**config.mk**
```make
export PLATFORM = sky130hd
export DESIGN_NAME = weekly_alarm_matcher_top
export DESIGN_NICKNAME = d
export VERILOG_FILES = /design/src/rtl/core/wam_pkg.sv /design/src/rtl/core/weekly_alarm_matcher_top.sv /design/src/rtl/core/wam_ram.sv
export SDC_FILE = /design/constraint.sdc
export NUM_CORES = 1
export LEC_CHECK = 0
export BUFFER_PORTS_ARGS = -buffer_cell sky130_fd_sc_hd__buf_4
export CAP_MARGIN = 0
export CORE_ASPECT_RATIO = 0.9
export CORE_UTILIZATION = 50
export DETAILED_ROUTE_END_ITERATION = 7
export PLACE_DENSITY = 0.66
export SLEW_MARGIN = 0
export SYNTH_ARGS = -nofsm -noshare
export SYNTH_HDL_FRONTEND = slang
export SYNTH_SLANG_ARGS = --single-unit
```
**constraint.sdc**
```tcl
create_clock -name clk -period 5.1 [get_ports clk]
set_input_delay 0.51 -clock clk [delete_from_list [all_inputs] [get_ports clk]]
set_output_delay 0.51 -clock clk [all_outputs]
set_load 0.05 [all_outputs]
```
**src/rtl/core/wam_pkg.sv**
```systemverilog
// Shared types, codes and constants of the weekly alarm matcher.
`timescale 1ns / 1ps
`default_nettype none
package wam_pkg;

  localparam logic [1:0] CMD_WRITE = 2'd0;
  localparam logic [1:0] CMD_CHECK = 2'd1;
  localparam logic [1:0] CMD_TICK  = 2'd2;

  localparam logic [1:0] REG_ALARM_COUNT   = 2'd0;
  localparam logic [1:0] REG_BUZZER_ENABLE = 2'd1;
  localparam logic [1:0] REG_RING_DURATION = 2'd2;

  localparam logic [4:0]  ALARM_COUNT_RST   = 5'd0;
  localparam logic        BUZZER_RST        = 1'b1;
  localparam logic [23:0] RING_DURATION_RST = 24'd60000;

  localparam logic [4:0]  SLOT_NONE   = 5'd31;
  localparam logic [8:0]  DAY_NEVER   = 9'd511;
  localparam logic [6:0]  MINUTE_NONE = 7'd127;
  localparam logic [23:0] ELAPSED_MAX = 24'hFFFFFF;

  typedef struct packed {
    logic [8:0] last_day;
    logic       single_shot;
    logic [6:0] day_mask;
    logic [5:0] minute;
    logic [4:0] hour;
  } entry_t;

  function automatic logic [2:0] day_bit(input logic [2:0] weekday);
    logic [2:0] b;
    case (weekday)
      3'd0: b = 3'd6;
      3'd1: b = 3'd0;
      3'd2: b = 3'd1;
      3'd3: b = 3'd2;
      3'd4: b = 3'd3;
      3'd5: b = 3'd4;
      3'd6: b = 3'd5;
      default: b = 3'd6;
    endcase
    return b;
  endfunction

endpackage
`default_nettype wire

```
**src/rtl/core/weekly_alarm_matcher_top.sv**
```systemverilog
// Top level of the weekly alarm matcher: entry table, minute scan and ring timer.
`timescale 1ns / 1ps
`default_nettype none
// Takes one command item at a time and returns one result item for it. A write,
// a millisecond tick, a minute check that is skipped or an unused command passes
// through the EXEC and OUT states before its result is registered. A minute check
// that runs scans the entry table from index zero, one entry per cycle through
// the table RAM's single read port. It scans up to the number of entries in use,
// where that number is alarm_count capped at MAX_ALARMS, and it stops early at
// the first matching entry. s_tready is low from acceptance until the result
// has been loaded into the output register. The next item is then taken while
// that result still waits on m_tready. The entry enable bits clear at reset; the
// rest of the table needs no clearing.
module weekly_alarm_matcher_top
  import wam_pkg::*;
#(
  parameter int MAX_ALARMS = 16
) (
  input  wire logic        clk,
  input  wire logic        rst,
  input  wire logic        s_tvalid,
  output logic             s_tready,
  // entry_index, entry_enabled, entry_hour, entry_minute, entry_day_mask,
  // entry_single_shot, time_valid, now_hour, now_minute, now_weekday,
  // now_day_of_year
  input  wire logic [47:0] s_tdata,
  // command
  input  wire logic [1:0]  s_tuser,
  output logic             m_tvalid,
  input  wire logic        m_tready,
  // fired, fired_index, ringing, ring_ended, store_dirty
  output logic [7:0]       m_tdata,
  input  wire logic        cfg_valid,
  output logic             cfg_ready,
  input  wire logic [1:0]  cfg_index,
  input  wire logic [23:0] cfg_data
);

  localparam int IDX_W = (MAX_ALARMS > 1) ? $clog2(MAX_ALARMS) : 1;
  localparam logic [6:0] MAX_N = 7'(MAX_ALARMS);

  typedef enum logic [3:0] {
    ST_IDLE = 4'b0001,
    ST_EXEC = 4'b0010,
    ST_SCAN = 4'b0100,
    ST_OUT  = 4'b1000
  } state_t;

  state_t state, state_next;

  logic [4:0]  alarm_count;
  logic        buzzer_enabled;
  logic [23:0] ring_duration_ms;

  logic [47:0] in_data;
  logic [1:0]  in_cmd;

  logic [MAX_ALARMS-1:0] slot_enabled;
  logic [6:0]  last_checked_minute;
  logic        ring_active;
  logic [4:0]  ring_slot;
  logic [23:0] ring_elapsed;
  logic        store_dirty;

  logic [6:0]  issue_idx;
  logic [6:0]  cmp_idx;
  logic        cmp_v;

  logic        res_fired;
  logic [3:0]  res_idx;
  logic        res_ended;

  logic        out_valid;
  logic [7:0]  out_data;

  // input field decode
  logic [3:0] f_index;
  logic       f_enabled;
  logic [4:0] f_hour;
  logic [5:0] f_minute;
  logic [6:0] f_mask;
  logic       f_single;
  logic       f_time_valid;
  logic [4:0] f_now_hour;
  logic [5:0] f_now_minute;
  logic [2:0] f_now_weekday;
  logic [8:0] f_now_day;

  assign f_index       = in_data[3:0];
  assign f_enabled     = in_data[4];
  assign f_hour        = in_data[9:5];
  assign f_minute      = in_data[15:10];
  assign f_mask        = in_data[22:16];
  assign f_single      = in_data[23];
  assign f_time_valid  = in_data[24];
  assign f_now_hour    = in_data[29:25];
  assign f_now_minute  = in_data[35:30];
  assign f_now_weekday = in_data[38:36];
  assign f_now_day     = in_data[47:39];

  logic [6:0] used_n;
  assign used_n = ({2'b00, alarm_count} > MAX_N) ? MAX_N : {2'b00, alarm_count};

  logic write_ok;
  assign write_ok = ({3'b000, f_index} < MAX_N);

  logic check_run;
  assign check_run = f_time_valid && !ring_active && (used_n != 7'd0) &&
                     ({1'b0, f_now_minute} != last_checked_minute);

  // table RAM
  entry_t              rdata;
  entry_t              wdata;
  logic                we;
  logic [IDX_W-1:0]    waddr;
  logic [IDX_W-1:0]    raddr;
  logic [IDX_W-1:0]    cmp_addr;
  logic [IDX_W-1:0]    ring_addr;
  logic [6:0]          ring_slot_w;

  assign cmp_addr    = cmp_idx[IDX_W-1:0];
  assign ring_slot_w = {2'b00, ring_slot};
  assign ring_addr   = ring_slot_w[IDX_W-1:0];
  assign raddr       = (state == ST_SCAN) ? issue_idx[IDX_W-1:0] : '0;

  logic [2:0] dbit;
  logic       hit;
  assign dbit = day_bit(f_now_weekday);
  assign hit  = cmp_v && slot_enabled[cmp_addr] && rdata.day_mask[dbit] &&
                (rdata.hour == f_now_hour) && (rdata.minute == f_now_minute) &&
                (rdata.last_day != f_now_day);

  logic exec_write;
  logic scan_fire;
  logic [6:0] write_idx_w;
  assign exec_write  = (state == ST_EXEC) && (in_cmd == CMD_WRITE) && write_ok;
  assign scan_fire   = (state == ST_SCAN) && hit;
  assign write_idx_w = {3'b000, f_index};

  always_comb begin
    we    = exec_write || scan_fire;
    waddr = exec_write ? write_idx_w[IDX_W-1:0] : cmp_addr;
    if (exec_write) begin
      wdata.last_day    = DAY_NEVER;
      wdata.single_shot = f_single;
      wdata.day_mask    = f_mask;
      wdata.minute      = f_minute;
      wdata.hour        = f_hour;
    end else begin
      wdata          = rdata;
      wdata.last_day = f_now_day;
    end
  end

  wam_ram #(
    .WIDTH($bits(entry_t)),
    .DEPTH(MAX_ALARMS)
  ) u_table (
    .clk  (clk),
    .we   (we),
    .waddr(waddr),
    .wdata(wdata),
    .raddr(raddr),
    .rdata(rdata)
  );

  // ring timer
  logic [23:0] elapsed_inc;
  logic        ring_done;
  assign elapsed_inc = (ring_elapsed != ELAPSED_MAX) ? ring_elapsed + 24'd1 : ring_elapsed;
  assign ring_done   = elapsed_inc >= ring_duration_ms;

  logic out_free;
  assign out_free  = !out_valid || m_tready;
  assign s_tready  = (state == ST_IDLE) && !rst;
  assign cfg_ready = !rst;
  assign m_tvalid  = out_valid;
  assign m_tdata   = out_data;

  always_comb begin
    state_next = state;
    unique case (state)
      ST_IDLE: begin
        if (s_tvalid) state_next = ST_EXEC;
      end
      ST_EXEC: begin
        if (in_cmd == CMD_CHECK && check_run) state_next = ST_SCAN;
        else state_next = ST_OUT;
      end
      ST_SCAN: begin
        if (hit || !cmp_v) state_next = ST_OUT;
      end
      ST_OUT: begin
        if (out_free) state_next = ST_IDLE;
      end
      default: state_next = ST_IDLE;
    endcase
  end

  always_ff @(posedge clk) begin
    if (s_tvalid && s_tready) begin
      in_data <= s_tdata;
      in_cmd  <= s_tuser;
    end
  end

  always_ff @(posedge clk) begin
    if (rst) begin
      state               <= ST_IDLE;
      alarm_count         <= ALARM_COUNT_RST;
      buzzer_enabled      <= BUZZER_RST;
      ring_duration_ms    <= RING_DURATION_RST;
      slot_enabled        <= '0;
      last_checked_minute <= MINUTE_NONE;
      ring_active         <= 1'b0;
      ring_slot           <= SLOT_NONE;
      ring_elapsed        <= '0;
      store_dirty         <= 1'b0;
      issue_idx           <= '0;
      cmp_idx             <= '0;
      cmp_v               <= 1'b0;
      res_fired           <= 1'b0;
      res_idx             <= '0;
      res_ended           <= 1'b0;
      out_valid           <= 1'b0;
      out_data            <= '0;
    end else begin
      state <= state_next;

      if (cfg_valid && cfg_ready) begin
        unique case (cfg_index)
          REG_ALARM_COUNT:   alarm_count      <= cfg_data[4:0];
          REG_BUZZER_ENABLE: buzzer_enabled   <= cfg_data[0];
          REG_RING_DURATION: ring_duration_ms <= cfg_data;
          default: ;
        endcase
      end

      if (state == ST_OUT && out_free) begin
        out_valid <= 1'b1;
        out_data  <= {store_dirty, res_ended, ring_active, res_idx, res_fired};
      end else if (out_valid && m_tready) begin
        out_valid <= 1'b0;
      end

      unique case (state)
        ST_IDLE: begin
          res_fired <= 1'b0;
          res_idx   <= '0;
          res_ended <= 1'b0;
        end
        ST_EXEC: begin
          unique case (in_cmd)
            CMD_WRITE: begin
              if (write_ok) slot_enabled[write_idx_w[IDX_W-1:0]] <= f_enabled;
            end
            CMD_CHECK: begin
              if (check_run) begin
                last_checked_minute <= {1'b0, f_now_minute};
                issue_idx           <= 7'd1;
                cmp_idx             <= '0;
                cmp_v               <= 1'b1;
              end
            end
            CMD_TICK: begin
              if (ring_active) begin
                ring_elapsed <= elapsed_inc;
                if (ring_done) begin
                  ring_active <= 1'b0;
                  if (ring_slot_w < used_n) begin
                    slot_enabled[ring_addr] <= 1'b0;
                    store_dirty             <= 1'b1;
                  end
                  ring_slot <= SLOT_NONE;
                  res_ended <= 1'b1;
                end
              end
            end
            default: ;
          endcase
        end
        ST_SCAN: begin
          if (hit) begin
            if (rdata.single_shot) slot_enabled[cmp_addr] <= 1'b0;
            ring_elapsed <= '0;
            ring_slot    <= cmp_idx[4:0];
            store_dirty  <= 1'b1;
            if (buzzer_enabled) ring_active <= 1'b1;
            res_fired    <= 1'b1;
            res_idx      <= cmp_idx[3:0];
            cmp_v        <= 1'b0;
          end else begin
            cmp_idx   <= issue_idx;
            cmp_v     <= cmp_v && (issue_idx < used_n);
            issue_idx <= issue_idx + 7'd1;
          end
        end
        ST_OUT: ;
        default: ;
      endcase
    end
  end

endmodule
`default_nettype wire

```
**src/rtl/core/wam_ram.sv**
```systemverilog
// Generic single-write, single-read RAM with registered read data.
`timescale 1ns / 1ps
`default_nettype none
module wam_ram #(
  parameter int WIDTH = 8,
  parameter int DEPTH = 16
) (
  input  wire logic                                   clk,
  input  wire logic                                   we,
  input  wire logic [(DEPTH > 1 ? $clog2(DEPTH) : 1)-1:0] waddr,
  input  wire logic [WIDTH-1:0]                       wdata,
  input  wire logic [(DEPTH > 1 ? $clog2(DEPTH) : 1)-1:0] raddr,
  output logic      [WIDTH-1:0]                       rdata
);

  logic [WIDTH-1:0] mem [DEPTH];

  always_ff @(posedge clk) begin
    if (we) begin
      mem[waddr] <= wdata;
    end
    rdata <= mem[raddr];
  end

endmodule
`default_nettype wire
```
# After elaboration in Yosys (flattened, before gate mapping)
# Memories as Yosys holds them, arrays and structs flattened. A register that Yosys moved wholly into a read port is not among the register bits.
# Index checks and enable logic that the tools add are counted.
# W data, S select, Z words.
[word_totals]
output_inout_bits = 11
memories = 1
mem_bits_rw = 448
elab_cells = 195
reg_bits = 166
inputBits = 81
[mem_list]
columns = ["memory", "depth", "word_bits", "read_ports", "rd_ports_with_merged_regs", "wr", "line_no", "source"]
rows = [
  ["u_table.mem", 16, 28, 1, 1, 1, "wam_ram.sv:16", "logic [WIDTH-1:0] mem [DEPTH];"],
]
[classes]
n_addsub = 2
eq_ne = 36
muxes = 73
reduce_logical = 48
n_bitwise = 4
magnitude_cmp = 11
[ops]
columns = ["operator", "count"]
rows = [
  ["$mux W24", 4],
  ["$mux W16", 5],
  ["$pmux W16 S2", 2],
  ["$pmux W24 S2", 1],
  ["$mux W5", 8],
  ["$and A16 B16 Y16", 2],
  ["$not A16 Y16", 2],
  ["$mux W28", 1],
  ["$mux W4", 7],
  ["$mux W1", 25],
  ["$add A24 B1 Y24 const B", 1],
  ["$ge A24 B24 Y1", 1],
  ["$ne A24 B24 Y1 const B", 1],
  ["$mux W7", 3],
  ["$logic_and A1 B1 Y1", 20],
  ["$pmux W5 S2", 2],
  ["$pmux W3 S6", 1],
  ["$bwmux W16", 1],
  ["$ne A2 B2 Y1 const B", 8],
  ["$pmux W4 S4", 1],
  ["$reduce_and A4 Y1", 4],
  ["$lt A4 B5 Y1 const B", 3],
  ["$pmux W7 S2", 1],
  ["$demux W1 S4", 3],
  ["36 further kinds", 67],
]

# Logic depth before layout (Yosys ltp)
[depth]
word_depth = 12
ltp_mapped = 17
depth_no_buf = 15

# Modules after synthesis
# A second synthesis with hierarchy kept.
[hier_totals]
cells_unflattened = 1693
hier_area_um2 = 26329.0
[modules_own_cells]
columns = ["module", "cells_each", "instances", "area_per_inst_um2"]
rows = [
  ["wam_ram", 735, 1, 17523.1],
  ["weekly_alarm_matcher_top", 958, 1, 8805.9],
]

# Worst setup path after synthesis
# Ideal clock, no wire load.
[synth_path]
kind = "register -> register"
start = "register ring_elapsed[3]"
end = "register slot_enabled[1]"
n_path_buf = 3
path_slack_ns = 0.890
stages_incl_launch_ff = 17
period_less_slack_ns = 4.210
t_required_ns = 4.966
arrival_time_ns = 4.076
cell_sequence = "dfxtp_1 clkbuf_2 nand4_1 or3_1 clkbuf_1 o31ai_2 nor3_2 nand3_1 xnor2_1 ha_1 nand4_1 or4_1 a2111o_1 a2111oi_0 o32a_2 buf_4 a211oi_1"
[synth_between]
elab_chain_cells = 5
elab_cells_between_ends = 6
classes_between = "add/sub (1); order compare (1); eq/ne (2); mux (1); reduce/logical (1)"
[synth_lines]
columns = ["item", "line_no", "source"]
rows = [
  ["start, declared", "weekly_alarm_matcher_top.sv:62", "logic [23:0] ring_elapsed;"],
  ["start signal, assigned", "weekly_alarm_matcher_top.sv:267", "ring_elapsed <= elapsed_inc;"],
  ["$add A24 B1 Y24 / $ne A24 B24 Y1 (equally long branches)", "weekly_alarm_matcher_top.sv:170", "assign elapsed_inc = (ring_elapsed != ELAPSED_MAX) ? ring_elapsed + 24'd1 : ring_elapsed;"],
  ["$mux W24 (*)", "weekly_alarm_matcher_top.sv:170", ""],
  ["$ge A24 B24 Y1 (*)", "weekly_alarm_matcher_top.sv:171", "assign ring_done = elapsed_inc >= ring_duration_ms;"],
  ["$ne A3 B3 Y1 (no source line) (*)", "n/a", ""],
  ["$reduce_and A7 Y1 (no source line) (*)", "n/a", ""],
  ["end signal, assigned by index", "weekly_alarm_matcher_top.sv:255", "if (write_ok) slot_enabled[write_idx_w[IDX_W-1:0]] <= f_enabled;"],
  ["end, declared", "weekly_alarm_matcher_top.sv:58", "logic [MAX_ALARMS-1:0] slot_enabled;"],
]
# Every way passes the cells marked *; elsewhere a longest branch is shown, timed or not.
# A chain may end at the register's enable or synchronous reset.

# Worst setup path in the final report
[layout_path]
start = "register ring_elapsed[0]"
end = "register slot_enabled[12]"
# Same word-level chain as after synthesis.

==> flow_summary.ini <==
[outcome]
run_status = finished clean

[timing]
setup_tns_ns = 0
report.final.setup_viol = 0
report.final.hold_viol_count = 0
finalClockSkew_ns = 0.0173
fmax_mhz = 208
post-route-min-period_ns = 4.81
relSlewSlack = 0.0438
finalMaxSlewViolations = 0
rsz0062_at_grt = no
worst_slack_ns = 0.295
worst_pin_slew_ns = 1.43
finalCritPeriodShare = 0.942

[clock_network]
htree_levels = 3
cts_buffers = 67
cts_tree = done
cts_sinks = 642
cts_buffer_depth = 3
insertion_delay_ns = 0.61
cts.reportedPaths.clkPinSlew_ns = 0.06
root_buffer = clkbuf_16

[hold_path]
hold_path_class = in2reg
worstHoldPathCells = 1
worstHoldStart = s_tdata[26]

[synthesis]
syn_nets = 2169
yosys.area.top_type = edfxtp_1
synth_async_sr_flop_share = 0
synth_top_area_share = 0.549
seq_area_frac_synth = 0.655
synth-edff-count = 498
synth-main-ff-cell = edfxtp_1
synth_area_leaders = edfxtp_1 55%, dfxtp_1 11%, mux2_2 4.3%
syn_area_sq_um = 27200
yosysWarnings = 0
syn_inst = 2054
ys_ff_latch = 642
synth.avg_cell_area_sq_um = 13.3
synthDistinctLibCells = 69

[critical_path]
worstPathMaxFanout = 16
cp.arrival_ns = 5.27
cp_common_cell = ha_1
cp.depth = 14
crit_buf_inv = 2
path_delay_family = compound AO/OA/AOI/OAI gates
critPathLaunch = ring_elapsed[0]
slowest_delay_ns = 0.58
start_kind = flop
cp-end-kind = flop
crit_chain = ha_1 -> inv_1 -> or3_1 -> o31ai_2 -> nor4_4 -> buf_4 -> xor2_1 -> ha_1 -> nand4_1 -> or4_1 -> a2111o_1 -> a2111oi_0 -> o32a_2 -> a311oi_1
reg2reg_depth = 14
critPathSlowestCell = or4_1
worst-setup-path-type = reg2reg
r2r_start = ring_elapsed[0]
critPathRequiredTime_ns = 5.56

[power]
power.density_nw_per_um2 = 348
switching_share = 0.202
internal-power_uw = 8600
p_sw_uw = 2170
power_frac_clock = 0.457
ir_drop_mv = 0.352
p_leak_uw = 0.0108
p_seq_frac = 0.525
pwr-share-comb = 0.019

[cells_and_area]
mostFrequentLayoutCells = 498 x edfxtp_1, 190 x a21oi_1, 146 x o21ai_0
synthToLayoutAreaGrowth_pct = 13.7
nets = 2237
num_antenna_cells = 0
final_common_cell = edfxtp_1
drive_gt1_frac = 0.190
nFillCells = 4188

[floorplan]
dieArea_sq_um = 55400
num_io_pins = 92
core-area_sq_um = 53400
initial_utilization = 0.511
num_rows = 80
die_y_um = 223
die_w_um = 248

[routing]
routed-via-count = 17368
first_pass_iters = 6
drc = 0
antenna_left = 0
first_iter_violations = 1632
wire_per_inst_um = 23.1
vias_per_cell = 6.05
wl_mm = 66.2

[grt]
grt_overflow_total = 0
grt_use_total = 0.241
grt_pass1_vias = 16868
antenna_found_initial = 0
grt_max_degree = 176
grt_pass1_wl_mm = 100

[place]
pre_cts_ws_ns = 0.349
numPortBuffers = 91
hpwl_mm = 36.3
gp_congestion = 0.852

[flow_run]
drv_cap = 0
==> cells by family (layout without fill, tap and decap cells) <==
logic type,after synthesis,count (layout),share of synthesized area
flip-flops,642,642,0.655
AO/OA/AOI/OAI,499,499,0.109
AND/OR/NAND/NOR,452,452,0.0831
multiplexers,213,213,0.0979
buffers and inverters,166,288,0.0243
XOR/XNOR,48,48,0.0154
adder cells (fa/ha/maj),34,34,0.0156
==> power groups by stage <==
stage          logic (uW)  registers, uW  clock network [uW]
6_report              202           5650                4920
5_1_grt               220           5650                5200
4_1_cts               203           5650                5010
3_5_place_dp          202           5760                   0
3_3_place_gp          197           5760                   0
2_1_floorplan         105           5750                   0
==> cell usage after synthesis, types with 10 or more instances <==
master and count:
buf_1 19, mux2i_1 76, and2_1 35, ha_1 34, or3_1 17, mux2_2 105
a21oi_1 190, o221ai_1 28, a211oi_1 16, a22oi_1 13, nor2_1 87, mux4_2 31
nor2b_1 42, nor3_1 24, nand4_1 15, xor2_1 17, a31oi_1 45, inv_1 34
clkbuf_1 102, nand2b_1 16, nand2_1 125, xnor2_1 31, nand3_1 57, edfxtp_1 498
o211ai_1 10, o21ai_0 146, dfxtp_1 144
==> registers in the layout, summed over array words and instances, names as in the netlist <==
register and count:
alarm_count 5, buzzer_enabled 1, cmp_idx 5, cmp_v 1, in_cmd 2, in_data 48, issue_idx 7, last_checked_minute 7
m_tdata 8, m_tvalid 1, res_ended 1, res_fired 1, res_idx 4, ring_active 1, ring_duration_ms 24, ring_elapsed 24
ring_slot 5, slot_enabled 16, state 4, store_dirty 1, u_table.mem 448, u_table.rdata 28
==> layout make-up <==
class / instances / area, sq um / area share
well taps: 697 / 872 / 0.0282
inverters: 34 / 128 / 0.00412
flip-flops and latches: 642 / 17800 / 0.576
multi-input cells: 1246 / 8880 / 0.287
repair buffers: 131 / 1020 / 0.0330
clock buffers: 86 / 1860 / 0.0599
clock inverters: 37 / 368 / 0.0119
==> metal layers <==
layer | GRT usage | routed length [um] | share of wire | vias to the layer above
li1 | - | - | - | 7929
met5 | 0 | 0 | 0 | -
met3 | 0.0428 | 4090 | 0.062 | 158
met2 | 0.388 | 31600 | 0.48 | 577
met1 | 0.328 | 28500 | 0.43 | 8704
met4 | 0.0879 | 2090 | 0.032 | 0
==> what timing repair did <==
action,in CTS,in global routing
hold buffers,0,0
resized for setup,0,0
endpoints found under the setup margin,0,2
buffers inserted,0,2
==> stage by stage <==
| step | total power [uW] | cells | instance area, sq um | util | hold WS, ns |
|---|---|---|---|---|---|
| after global routing | 11100 | 2873 | 31000 | 0.581 | 0.0523 |
| after global placement | 5960 | 2748 | 28700 | 0.539 | 0.433 |
| after floorplan | 5860 | 2054 | 27200 | - | 0.423 |
| final | 10800 | 2873 | 31000 | 0.581 | 0.0788 |
| after detailed placement | 5960 | 2748 | 28700 | 0.539 | 0.451 |
| after CTS | 10900 | 2871 | 31000 | 0.580 | 0.0540 |
==> final timing paths <==
kind                          to  slack [ns]
max             slot_enabled[12]        0.29
max reg2reg     slot_enabled[12]        0.29
min reg2reg  ring_duration_ms[3]        0.46
min                  in_data[26]        0.08
No activity file was read; power rests on OpenSTA's default activity.
